**src/rnav_pkg.sv**
```systemverilog
// Shared types, constants and the range conversion table for the rover navigation block.
// Depends on nothing; every other file in src imports it.
package rnav_pkg;

	// Number of range sensors carried by one input item.
	localparam int NumLanes = 6;

	// Distance scale and limits.
	localparam int RangeNumer = 6762;
	localparam int RangeOffset = 4;
	localparam int DistCap = 100;

	// Motor commands.
	localparam logic [6:0] SPD_STOP = 7'd64;
	localparam logic [6:0] SPD_FAST = 7'd88;
	localparam logic [6:0] SPD_FAST_TRIM = 7'd86;
	localparam logic [6:0] SPD_VEER_HI = 7'd91;
	localparam logic [6:0] SPD_VEER_LO = 7'd74;
	localparam logic [6:0] SPD_MED = 7'd79;
	localparam logic [6:0] SPD_PIVOT_BACK = 7'd44;

	// Configuration register indexes (byte address is four times the index).
	typedef enum logic [2:0] {
		REG_RUN_ENABLE,
		REG_NEAR_DIST,
		REG_VEER_DIST,
		REG_SONAR_VEER_DIST,
		REG_CORNER_ENTER_DIST,
		REG_CORNER_EXIT_DIST
	} reg_idx_t;

	typedef enum logic [1:0] {
		MODE_STRAIGHT,
		MODE_NINETY,
		MODE_TURN
	} nav_mode_t;

	typedef enum logic [1:0] {
		DIR_NONE,
		DIR_LEFT,
		DIR_RIGHT
	} turn_dir_t;

	// Configuration as seen by the decision logic.
	typedef struct packed {
		logic       run_enable;
		logic [6:0] near_distance;
		logic [6:0] veer_distance;
		logic [6:0] sonar_veer_distance;
		logic [6:0] corner_enter_distance;
		logic [6:0] corner_exit_distance;
	} nav_cfg_t;

	// Result of one navigation decision.
	typedef struct packed {
		logic [6:0] left_speed;
		logic [6:0] right_speed;
		nav_mode_t  mode;
		turn_dir_t  direction;
	} nav_res_t;

	typedef logic [6:0] dist_lut_t [256];

	// Distance for one raw reading, or zero when the stored distance is kept.
	// Only used to build the constant table below; the quotient is formed by
	// shift and subtract over the bits of the fixed numerator.
	function automatic logic [6:0] raw_to_dist(input int raw);
		int den;
		int rem;
		int quo;
		int dist_cm;
		if (raw < 3) begin
			return 7'd0;
		end
		den = 4 * raw - 9;
		rem = 0;
		quo = 0;
		for (int i = 12; i >= 0; i--) begin
			rem = (rem << 1) | ((RangeNumer >> i) & 1);
			if (rem >= den) begin
				rem = rem - den;
				quo = quo | (1 << i);
			end
		end
		dist_cm = quo - RangeOffset;
		if (dist_cm > DistCap) begin
			dist_cm = DistCap;
		end
		return 7'(dist_cm);
	endfunction

	function automatic dist_lut_t build_dist_lut();
		dist_lut_t lut;
		for (int r = 0; r < 256; r++) begin
			lut[r] = raw_to_dist(r);
		end
		return lut;
	endfunction

	// Raw byte to distance; an entry of zero means the reading is ignored.
	localparam dist_lut_t DIST_LUT = build_dist_lut();

endpackage

```
**src/rover_obstacle_nav_controller_top.sv**
```systemverilog
// Top level of the rover obstacle navigation controller: stream ports, APB registers.
// Depends on rnav_pkg, rnav_lane and rnav_nav.

// Each input item carries six raw range bytes; six lanes convert them in
// parallel through a constant table and keep the last valid distance, then the
// mode machine picks the motor commands. The lane registers load when an item is
// accepted; the mode decision and output load follow as it leaves the conversion stage.
// One item is in the conversion stage at a time, and the next item is taken only
// once that stage has emptied; a result waiting in the output register keeps the
// converted item in its stage, and so holds off the next item, until it is taken.
// Registers sit at byte addresses 0, 4, ... 20 and should only be written
// while no item is in flight.
module rover_obstacle_nav_controller_top
	import rnav_pkg::*;
(
	input  logic        clk,
	input  logic        arst_n,
	// Input items
	input  logic        s_tvalid,
	output logic        s_tready,
	// left_front_raw[7:0], right_front_raw[15:8], left_back_raw[23:16],
	// right_back_raw[31:24], sonar_left_raw[39:32], sonar_right_raw[47:40]
	input  logic [47:0] s_tdata,
	// Result items
	output logic        m_tvalid,
	input  logic        m_tready,
	// left_speed[6:0], right_speed[13:7], mode_out[15:14], direction_out[17:16],
	// left_front_dist[24:18], right_front_dist[31:25], left_back_dist[38:32],
	// right_back_dist[45:39], sonar_left_dist[52:46], sonar_right_dist[59:53],
	// zero[63:60]
	output logic [63:0] m_tdata,
	// Configuration
	input  logic        psel,
	input  logic        penable,
	input  logic        pwrite,
	input  logic [4:0]  paddr,
	input  logic [31:0] pwdata,
	output logic [31:0] prdata,
	output logic        pready
);

	nav_cfg_t   cfg_q;
	logic       conv_v_s1;
	logic       out_v_q;
	logic [63:0] out_data_q;
	logic       s_acc;
	logic       step;
	logic [6:0] lane_dist [NumLanes];
	nav_res_t   res;
	reg_idx_t   reg_idx;

	assign pready = 1'b1;
	assign reg_idx = reg_idx_t'(paddr[4:2]);

	// Register writes.
	always_ff @(posedge clk or negedge arst_n) begin
		if (!arst_n) begin
			cfg_q.run_enable <= 1'b0;
			cfg_q.near_distance <= 7'd13;
			cfg_q.veer_distance <= 7'd21;
			cfg_q.sonar_veer_distance <= 7'd45;
			cfg_q.corner_enter_distance <= 7'd50;
			cfg_q.corner_exit_distance <= 7'd65;
		end else if (psel && penable && pwrite && pready) begin
			case (reg_idx)
				REG_RUN_ENABLE:        cfg_q.run_enable <= pwdata[0];
				REG_NEAR_DIST:         cfg_q.near_distance <= pwdata[6:0];
				REG_VEER_DIST:         cfg_q.veer_distance <= pwdata[6:0];
				REG_SONAR_VEER_DIST:   cfg_q.sonar_veer_distance <= pwdata[6:0];
				REG_CORNER_ENTER_DIST: cfg_q.corner_enter_distance <= pwdata[6:0];
				REG_CORNER_EXIT_DIST:  cfg_q.corner_exit_distance <= pwdata[6:0];
				default: ;
			endcase
		end
	end

	// Register reads.
	always_comb begin
		case (reg_idx)
			REG_RUN_ENABLE:        prdata = {31'd0, cfg_q.run_enable};
			REG_NEAR_DIST:         prdata = {25'd0, cfg_q.near_distance};
			REG_VEER_DIST:         prdata = {25'd0, cfg_q.veer_distance};
			REG_SONAR_VEER_DIST:   prdata = {25'd0, cfg_q.sonar_veer_distance};
			REG_CORNER_ENTER_DIST: prdata = {25'd0, cfg_q.corner_enter_distance};
			REG_CORNER_EXIT_DIST:  prdata = {25'd0, cfg_q.corner_exit_distance};
			default:               prdata = 32'd0;
		endcase
	end

	// Handshake: an item enters when the conversion stage is empty, and moves
	// on to the output register once that is free or its result is being taken.
	assign s_tready = !conv_v_s1;
	assign s_acc = s_tvalid && s_tready;
	assign step = conv_v_s1 && (!out_v_q || m_tready);

	always_ff @(posedge clk or negedge arst_n) begin
		if (!arst_n) begin
			conv_v_s1 <= 1'b0;
			out_v_q <= 1'b0;
		end else begin
			if (s_acc) begin
				conv_v_s1 <= 1'b1;
			end else if (step) begin
				conv_v_s1 <= 1'b0;
			end
			if (step) begin
				out_v_q <= 1'b1;
			end else if (m_tready) begin
				out_v_q <= 1'b0;
			end
		end
	end

	// Conversion lanes, one per sensor byte.
	for (genvar g = 0; g < NumLanes; g++) begin : g_lane
		rnav_lane u_lane (
			.clk      (clk),
			.arst_n   (arst_n),
			.load     (s_acc),
			.raw      (s_tdata[8*g +: 8]),
			.dist_out (lane_dist[g])
		);
	end

	// Mode decision on the front and sonar distances.
	rnav_nav u_nav (
		.clk    (clk),
		.arst_n (arst_n),
		.step   (step),
		.cfg    (cfg_q),
		.lf     (lane_dist[0]),
		.rf     (lane_dist[1]),
		.sl     (lane_dist[4]),
		.sr     (lane_dist[5]),
		.res    (res)
	);

	// Output register.
	always_ff @(posedge clk) begin
		if (step) begin
			out_data_q <= {4'd0, lane_dist[5], lane_dist[4], lane_dist[3], lane_dist[2],
				lane_dist[1], lane_dist[0],
				res.direction, res.mode, res.right_speed, res.left_speed};
		end
	end

	assign m_tvalid = out_v_q;
	assign m_tdata = out_data_q;

`ifndef SYNTHESIS
	// An accepted item is waiting in the conversion stage on the next cycle.
	a_accept_to_stage: assert property (@(posedge clk) disable iff (!arst_n)
		s_acc |=> conv_v_s1)
		else $error("accepted item did not reach the conversion stage");

	// A ninety-degree turn always has a direction.
	a_ninety_has_dir: assert property (@(posedge clk) disable iff (!arst_n)
		(step && (res.mode == MODE_NINETY)) |-> (res.direction != DIR_NONE))
		else $error("ninety turn without a direction");

	// Stopped navigation holds both motors at the stop command.
	a_stop_speeds: assert property (@(posedge clk) disable iff (!arst_n)
		(step && !cfg_q.run_enable) |=>
		((m_tdata[6:0] == SPD_STOP) && (m_tdata[13:7] == SPD_STOP)))
		else $error("motors not stopped while navigation is off");

	// Stored front and sonar distances never exceed the cap.
	a_dist_cap: assert property (@(posedge clk) disable iff (!arst_n)
		(lane_dist[0] <= 7'(DistCap)) && (lane_dist[1] <= 7'(DistCap))
		&& (lane_dist[4] <= 7'(DistCap)) && (lane_dist[5] <= 7'(DistCap)))
		else $error("distance above cap");
`endif

endmodule

```
**src/rnav_lane.sv**
```systemverilog
// One sensor lane: converts a raw range byte and holds the last valid distance.
// Depends on rnav_pkg for the conversion table.
module rnav_lane
	import rnav_pkg::*;
(
	input  logic       clk,
	input  logic       arst_n,
	input  logic       load,
	input  logic [7:0] raw,
	output logic [6:0] dist_out
);

	logic [6:0] dist_q;
	logic [6:0] conv;

	// Table lookup; zero marks a reading that keeps the old distance.
	assign conv = DIST_LUT[raw];

	always_ff @(posedge clk or negedge arst_n) begin
		if (!arst_n) begin
			dist_q <= '0;
		end else if (load && (conv != 7'd0)) begin
			dist_q <= conv;
		end
	end

	assign dist_out = dist_q;

endmodule

```
**src/rnav_nav.sv**
```systemverilog
// Merge stage: mode machine that turns the lane distances into motor commands.
// Depends on rnav_pkg for the mode, direction and configuration types and the speed commands.
module rnav_nav
	import rnav_pkg::*;
(
	input  logic       clk,
	input  logic       arst_n,
	input  logic       step,
	input  nav_cfg_t   cfg,
	input  logic [6:0] lf,
	input  logic [6:0] rf,
	input  logic [6:0] sl,
	input  logic [6:0] sr,
	output nav_res_t   res
);

	nav_mode_t mode_q;
	turn_dir_t dir_q;
	nav_mode_t mode_n;
	turn_dir_t dir_n;
	logic [6:0] ls;
	logic [6:0] rs;

	// Straight may hand over to ninety or turn, which are then evaluated
	// again within the same item.
	always_comb begin
		mode_n = mode_q;
		dir_n = dir_q;
		ls = SPD_STOP;
		rs = SPD_STOP;
		if (cfg.run_enable) begin
			if (mode_q == MODE_STRAIGHT) begin
				if ((sl < cfg.corner_enter_distance) && (sr < cfg.corner_enter_distance)) begin
					mode_n = MODE_NINETY;
					dir_n = (rf > lf) ? DIR_RIGHT : DIR_LEFT;
				end else if (lf < cfg.near_distance) begin
					mode_n = MODE_TURN;
					dir_n = DIR_RIGHT;
				end else if (rf < cfg.near_distance) begin
					mode_n = MODE_TURN;
					dir_n = DIR_LEFT;
				end else if (lf < cfg.veer_distance) begin
					ls = SPD_VEER_HI;
					rs = SPD_VEER_LO;
				end else if (rf < cfg.veer_distance) begin
					ls = SPD_VEER_LO;
					rs = SPD_VEER_HI;
				end else if (sl < cfg.sonar_veer_distance) begin
					ls = SPD_VEER_HI;
					rs = SPD_VEER_LO;
				end else if (sr < cfg.sonar_veer_distance) begin
					ls = SPD_VEER_LO;
					rs = SPD_VEER_HI;
				end else if (lf < rf) begin
					ls = SPD_FAST;
					rs = SPD_FAST_TRIM;
				end else if (rf < lf) begin
					ls = SPD_FAST_TRIM;
					rs = SPD_FAST;
				end else begin
					ls = SPD_FAST;
					rs = SPD_FAST;
				end
			end

			// Ninety-degree and pivot turns, on the mode left by straight.
			if (mode_n == MODE_NINETY) begin
				if (!((sl < cfg.corner_exit_distance) && (sr < cfg.corner_exit_distance))) begin
					mode_n = MODE_STRAIGHT;
					dir_n = DIR_NONE;
				end else if (dir_n == DIR_LEFT) begin
					ls = SPD_PIVOT_BACK;
					rs = SPD_MED;
				end else if (dir_n == DIR_RIGHT) begin
					ls = SPD_MED;
					rs = SPD_PIVOT_BACK;
				end
			end else if (mode_n == MODE_TURN) begin
				if (dir_n == DIR_RIGHT) begin
					ls = SPD_MED;
					rs = SPD_PIVOT_BACK;
					if (lf >= cfg.near_distance) begin
						mode_n = MODE_STRAIGHT;
					end
				end else if (dir_n == DIR_LEFT) begin
					ls = SPD_PIVOT_BACK;
					rs = SPD_MED;
					if (rf >= cfg.near_distance) begin
						mode_n = MODE_STRAIGHT;
					end
				end
			end
		end
	end

	// Mode and direction advance once per item.
	always_ff @(posedge clk or negedge arst_n) begin
		if (!arst_n) begin
			mode_q <= MODE_STRAIGHT;
			dir_q <= DIR_NONE;
		end else if (step) begin
			mode_q <= mode_n;
			dir_q <= dir_n;
		end
	end

	assign res.left_speed = ls;
	assign res.right_speed = rs;
	assign res.mode = mode_n;
	assign res.direction = dir_n;

endmodule
```
**config.mk**
```make
export PLATFORM = sky130hd
export DESIGN_NAME = rover_obstacle_nav_controller_top
export DESIGN_NICKNAME = d
export VERILOG_FILES = /design/src/rnav_pkg.sv /design/src/rover_obstacle_nav_controller_top.sv /design/src/rnav_lane.sv /design/src/rnav_nav.sv
export SDC_FILE = /design/constraint.sdc
export NUM_CORES = 1
export LEC_CHECK = 0
export ABC_AREA = 1
export BUFFER_PORTS_ARGS = -buffer_cell sky130_fd_sc_hd__buf_2
export CAP_MARGIN = 40
export CELL_PAD_IN_SITES_DETAIL_PLACEMENT = 0
export CELL_PAD_IN_SITES_GLOBAL_PLACEMENT = 1
export CORE_ASPECT_RATIO = 0.9
export CORE_MARGIN = 4
export CORE_UTILIZATION = 23
export DETAILED_ROUTE_END_ITERATION = 10
export PLACE_DENSITY = 0.54
export SLEW_MARGIN = 20
export SYNTH_ARGS = -nofsm -noshare
export SYNTH_HDL_FRONTEND = slang
export SYNTH_HIERARCHICAL = 1
export SYNTH_SLANG_ARGS = --single-unit
```
**constraint.sdc**
```tcl
create_clock -name clk -period 4.1 [get_ports clk]
set_clock_uncertainty 0.1 [all_clocks]
set_input_delay 0.41 -clock clk [delete_from_list [all_inputs] [get_ports clk]]
set_output_delay 0.41 -clock clk [all_outputs]
set_load 0.03 [all_outputs]
```
==> results.py, run 1 <==
metrics = {
    "clock_network": {
        "htree_levels": 4,
        "cts-resized-gates": 0,
        "clock_latency_ps": 450,
        "cts-root-buf": "clkbuf_16",
        "holdBufCountCts": 1,
        "cts_buffers": 17,
        "clkTransAtPathRegs_ps": 70,
        "cts_tree": "yes",
        "cts_setup_buffers": 0,
        "clk_path_buf_depth": 2,
        "cts.sinks": 144,
    },
    "setup_path": {
        "worstSetupStartpoint": "g_lane[0].u_lane/dist_out[6]",
        "reg2reg_to": "m_tdata[6]",
        "start_kind": "register",
        "endpoint_kind": "register",
        "worstReg2RegStart": "g_lane[0].u_lane/dist_out[6]",
        "r2r_slack_ps": 1480,
        "cp.arrival_ps": 2720,
        "cp_max_fo": 5,
        "endpoint": "m_tdata[6]",
        "path_class": "reg -> reg",
        "worstRegToRegCells": 14,
        "worstPathRequired_ps": 4200,
    },
    "floorplanning": {
        "start_util": 0.232,
        "die_area_um2": 64400,
        "num_rows": 85,
        "fp.coreArea_um2": 59800,
        "die_y_um": 241,
        "io_pins": 191,
        "die_width_um": 267,
    },
    "routing": {
        "antenna_left": 0,
        "num_vias": 13200,
        "wire_per_inst_um": 14.9,
        "drt_wl_total_um": 44400,
        "viasPerCell": 4.44,
        "first_pass_iters": 5,
        "initialDrtViolationCount": 931,
        "drc": 0,
    },
    "min_path": {
        "min_path_cells": 3,
        "min_path_type": "in -> reg",
    },
    "global_route": {
        "overflow": 0,
        "grt_start_max_net_pins": 50,
        "grtUsageTotal": 0.139,
        "first_global_vias": 12900,
        "grt_pass1_wl_um": 71600,
        "antenna_found_initial": 6,
    },
    "sta": {
        "worstMarginPinSlew_ps": 686,
        "slew_violations": 0,
        "finalWorstPathRequiredPeriod_ps": 2620,
        "grt_setup_unrepaired": "no",
        "setup_tns_ps": 0,
        "fmax_mhz": 382,
        "slew-limit-headroom": 0.541,
        "finalSetupViolCount": 0,
        "finalHoldViolCount": 0,
        "min_period_over_period": 0.639,
    },
    "logic_synthesis": {
        "synth_top_cell_by_area": "nand2_1",
        "ys_ff_latch": 144,
        "synth_area_um2": 13900,
        "seq_area_frac_synth": 0.282,
        "synth_top_family_by_area": "simple AND/OR/NAND/NOR gates",
        "synthCells": 2074,
        "synth_commonest_cells": "733 x nand2_1, 229 x nand3_1, 205 x inv_1, 160 x nor2_1, 122 x ha_1",
        "ys_types": 41,
        "yosys_warnings": 6,
        "synthAdderAreaFrac": 0.110,
        "synthFlopType": "dfrtp_1",
        "synth-compound-area-share": 0.0759,
        "synth_edf_count": 60,
        "syn_area_per_cell_um2": 6.70,
        "yosysMostFrequentCell": "nand2_1",
        "synthArstFlopShare": 0.583,
        "synth-xor-area-share": 0,
        "synthSimpleGateAreaFrac": 0.415,
        "synthMuxAreaShare": 0,
        "synth_top_cell_area_share": 0.198,
        "synth_area_leaders": "nand2_1 20%, edfxtp_1 13%, dfrtp_1 12%",
    },
    "final_layout": {
        "fin_cells": 2977,
        "finalInstanceArea_um2": 15700,
        "drive_above_1_share": 0.169,
        "nNetsFinal": 2392,
        "area_growth_pct": 13.1,
    },
    "pwr": {
        "power_frac_comb": 0.513,
        "seq_power_share": 0.311,
        "power.density_nw_per_um2": 539,
        "power.internal_mw": 4.35,
        "p_leak_nw": 8.14,
        "peakVddDrop_uv": 307,
        "power_mw": 8.48,
        "switching_share": 0.487,
        "power_frac_clock": 0.176,
        "switchingPower_mw": 4.13,
    },
    "placed_design": {
        "place.gp.congestion": 0.856,
        "place_hpwl_um": 35300,
        "portBuffers": 133,
        "dp_cells": 2940,
        "placed_cell_area_um2": 15100,
    },
    "run": {
        "cap_violations": 0,
    },
    "run_status": {
        "outcome": "finished, final reports clean",
    },
}
power groups by stage:
stage	Sequential [mW]	Combinational (mW)	Clock, mW
floorplan	3.00	2.74	0
global placement	2.69	4.28	0
detailed placement	2.69	4.37	0
CTS	2.67	4.39	1.56
global route	2.71	4.92	1.62
finish	2.64	4.35	1.50
sequential cells by signal, indices dropped and copies added (netlist names):
signal / flops
conv_v_s1: 1
u_nav/mode_q: 2
m_tvalid: 1
cfg_q: 36
g_lane.u_lane/dist_out: 42
m_tdata: 60
u_nav/dir_q: 2
layout make-up:
| cell class | instances | area [um^2] |
|---|---|---|
| Multi-Input combinational cell | 1621 | 8480 |
| Antenna cell | 3 | 7.51 |
| Clock buffer | 18 | 429 |
| Fill cell | 6710 | 44100 |
| Timing Repair Buffer | 143 | 802 |
| Sequential cell | 144 | 3920 |
| Inverter | 251 | 972 |
| Tap cell | 783 | 980 |
| Clock inverter | 14 | 126 |
cells by family (layout without fill, tap and decap cells):
family          after synthesis  after routing
buf+inv                     337            426
simple gates               1277           1277
flops                       144            144
compound gates              192            192
other cells                   2             33
fa+ha+maj                   122            122
per-stage QoR:
stage | worst slack (ps) | utilization | hold slack, ps
final | 1480 | 0.263 | 110
after global routing | 1310 | 0.263 | 93.3
after CTS | 1520 | 0.263 | 75.6
after detailed placement | 1530 | 0.253 | 162
after global placement | 1550 | 0.252 | 333
after floorplan | 1130 | - | 14.4
per-layer routing:
| layer | up-vias | wire [um] | track usage |
|---|---|---|---|
| li1 | 6829 | - | - |
| met1 | 6081 | 22300 | 0.201 |
| met2 | 257 | 19600 | 0.218 |
| met3 | 39 | 1870 | 0.0225 |
| met4 | 6 | 596 | 0.0314 |
| met5 | - | 30 | 0 |
critical path: stages (launching register included):
cell,delay [ps]
dfrtp_1,500
inv_1,80
ha_1,320
nand2_1,80
inv_1,40
a21oi_1,300
nand2_1,150
o21ai_1,170
nand2_2,80
nand2_2,80
nor2_2,50
nor2_4,140
nand3_2,130
nor2_4,110
inv_2,50
cell usage in the layout (no fill, tap or decap), types with 37 or more instances in the layout:
cell type  instances
a21oi_1           72
buf_2            132
dfrtp_1           69
edfxtp_1          60
ha_1             122
inv_1            205
inv_2             37
nand2_1          733
nand2_2           37
nand3_1          229
nor2_1           159
o21ai_0           83
how the worst min path moves through the flow:
stage / end / start / slack, ps
floorplan: cfg_q[10] / arst_n / 10
global placement: m_tdata[40] / g_lane[3].u_lane/dist_out[1] / 330
detailed placement: g_lane[4].u_lane/dist_out[2] / arst_n / 160
CTS: cfg_q[11] / pwdata[4] / 80
global route: cfg_q[11] / pwdata[4] / 90
finish: cfg_q[11] / pwdata[4] / 110
(Power assumes the default switching activity.)
==> run 2: changes to the inputs <==
Settings changed: PLACE_DENSITY 0.54 to 0.52.
Clock period 4.1 ns to 2.65 ns, I/O delays scaled along.
==> run 2 against run 1 <==
Effect of this change: clock power up 60%; sequential share of layout area fell by 0.38 points; highest routed layer unchanged; global-route usage rose by 0.20 points.
==> results.py, run 2 (synthesized netlist as in run 1, its figures left out) <==
metrics = {
    "setup_path": {
        "worst_path_most_repeated_cell": "nand2_2",
        "cp_max_fo": 5,
        "worstReg2RegStart": "cfg_q[11]",
        "critPathMaxStageDelay_ps": 550,
        "cp.arrival_ps": 2700,
        "r2r_slack_ps": 160,
        "start_kind": "register",
        "path_class": "reg -> reg",
        "reg2reg_to": "m_tdata[11]",
        "worstRegToRegCells": 12,
        "slowest_stage": "dfstp_2",
        "crit_path_cell_trace": "inv_2, ha_1, nand2_1, nor2_2, nand2_2, nand2_2, nor2_8, buf_4, nor4_4, nand2_2, buf_4, nor2_1",
        "endpoint_kind": "register",
        "endpoint": "m_tdata[11]",
        "worstSetupStartpoint": "cfg_q[11]",
        "worstPathRequired_ps": 2850,
    },
    "sta": {
        "finalHoldViolCount": 0,
        "finalWorstSetupSlack_ps": 158,
        "slew-limit-headroom": 0.521,
        "worstMarginPinSlew_ps": 717,
        "min_period_over_period": 0.940,
        "slew_violations": 0,
        "finalSetupViolCount": 0,
        "finalWorstPathRequiredPeriod_ps": 2490,
        "hold_ws_ps": 145,
        "fmax_mhz": 401,
    },
    "global_route": {
        "grt_pass1_wl_um": 72100,
        "grt_start_max_net_pins": 53,
        "antenna_found_initial": 8,
        "first_global_vias": 13000,
        "grtUsageTotal": 0.141,
        "overflow": 0,
    },
    "final_layout": {
        "seqCellArea_um2": 3920,
        "area_growth_pct": 14.9,
        "nFillCells": 6719,
        "multi_input_area_um2": 8520,
        "nNetsFinal": 2418,
        "drive_above_1_share": 0.180,
        "layout_commonest_cell": "nand2_1",
        "utilization": 0.267,
        "layout_common_cells": "729 x nand2_1, 229 x nand3_1, 204 x inv_1, 158 x nor2_1, 132 x buf_2",
        "largest_reg_flops": 60,
    },
    "clock_network": {
        "cts_buffers": 17,
        "cts.sinks": 144,
        "clkTransAtPathRegs_ps": 70,
        "clock_latency_ps": 470,
        "cts_tree": "yes",
        "clk_path_buf_depth": 2,
        "htree_levels": 4,
        "cts-root-buf": "clkbuf_16",
    },
    "pwr": {
        "switching_share": 0.480,
        "peakVddDrop_uv": 498,
        "power.internal_mw": 6.99,
        "p_leak_nw": 8.27,
        "power_frac_comb": 0.526,
        "power.density_nw_per_um2": 841,
        "seq_power_share": 0.295,
        "power_frac_clock": 0.179,
        "switchingPower_mw": 6.45,
    },
    "routing": {
        "drc": 0,
        "antenna_left": 0,
        "initialDrtViolationCount": 927,
        "first_pass_iters": 7,
        "drt_wl_total_um": 45300,
        "num_vias": 13400,
        "wire_per_inst_um": 15.1,
        "viasPerCell": 4.47,
    },
    "floorplanning": {
        "num_rows": 85,
        "start_util": 0.232,
        "fp.coreArea_um2": 59800,
        "die_area_um2": 64400,
        "io_pins": 191,
        "die_width_um": 267,
        "die_y_um": 241,
    },
    "placed_design": {
        "preCtsSetupSlack_ps": 129,
        "place_hpwl_um": 35800,
        "portBuffers": 133,
        "place.gp.congestion": 0.844,
    },
    "run": {
        "cap_violations": 0,
    },
    "min_path": {
        "min_path_type": "in -> reg",
    },
    "run_status": {
        "outcome": "finished, final reports clean",
    },
}
run 2: cell types whose count changed in the layout (fill, tap and decap cells not counted), sizes merged:
cell / change
buf: +17
dlygate4sd3: +9
diode: -2
bufinv: +1
clkbuf: +1
clkinvlp: -1
inv: -1
run 2: how the worst min path moves through the flow:
stage / startpoint / end / slack (ps) / depth (start not counted)
6_report: s_tdata[15] / g_lane[1].u_lane/dist_out[1] / 140 / 4
5_1_grt: s_tdata[15] / g_lane[1].u_lane/dist_out[1] / 160 / 4
4_1_cts: s_tdata[15] / g_lane[1].u_lane/dist_out[1] / 110 / 4
3_5_place_dp: arst_n / g_lane[4].u_lane/dist_out[0] / 170 / 1
3_3_place_gp: arst_n / g_lane[4].u_lane/dist_out[0] / 180 / 1
2_1_floorplan: arst_n / cfg_q[10] / -130 / 0
run 2: what timing repair did:
action,4_1_cts,5_1_grt
resized for setup,0,12
hold buffers,10,0
setup endpoints to repair,0,12
setup buffers,0,3
hold endpoints to repair,52,0
run 2: area by class of cell:
type,instances,share of cell area
Multi-Input combinational cell,1621,0.533
Antenna cell,1,0.000157
Clock buffer,19,0.0277
Timing Repair Buffer,169,0.0627
Tap cell,783,0.0614
Sequential cell,144,0.246
Inverter,251,0.0609
Clock inverter,13,0.00799
run 2: worst max-delay path, delay by kind of cell, from the launching register on:
kind | cells | cell delay (ps)
and+or+nand+nor | 8 | 1010
DFF | 1 | 550
buffers and inverters | 3 | 370
adders and majority gates | 1 | 310
run 2: power groups by stage:
| stage | Combinational (mW) | Clock [mW] | Sequential [mW] |
|---|---|---|---|
| 3_5_place_dp | 6.98 | 0 | 4.02 |
| 6_report | 7.07 | 2.40 | 3.96 |
| 2_1_floorplan | 4.25 | 0 | 4.63 |
| 4_1_cts | 7.03 | 2.50 | 4.00 |
| 3_3_place_gp | 6.92 | 0 | 4.03 |
| 5_1_grt | 7.97 | 2.60 | 4.08 |
run 2: through the flow:
stage          TNS (ps)  cell area (um^2)  total power [mW]  std cells
4_1_cts               0             15900              13.5       2997
3_3_place_gp          0             15200              11.0       2955
5_1_grt           -3.92             16000              14.6       3001
2_1_floorplan         0             14000              8.88       2102
3_5_place_dp          0             15200              11.0       2955
6_report              0             16000              13.4       3001
run 2: layer usage:
| metal | track usage | routed length (um) |
|---|---|---|
| met5 | 0 | 85 |
| met4 | 0.0403 | 691 |
| met3 | 0.0247 | 2000 |
| met2 | 0.222 | 20200 |
| met1 | 0.199 | 22300 |
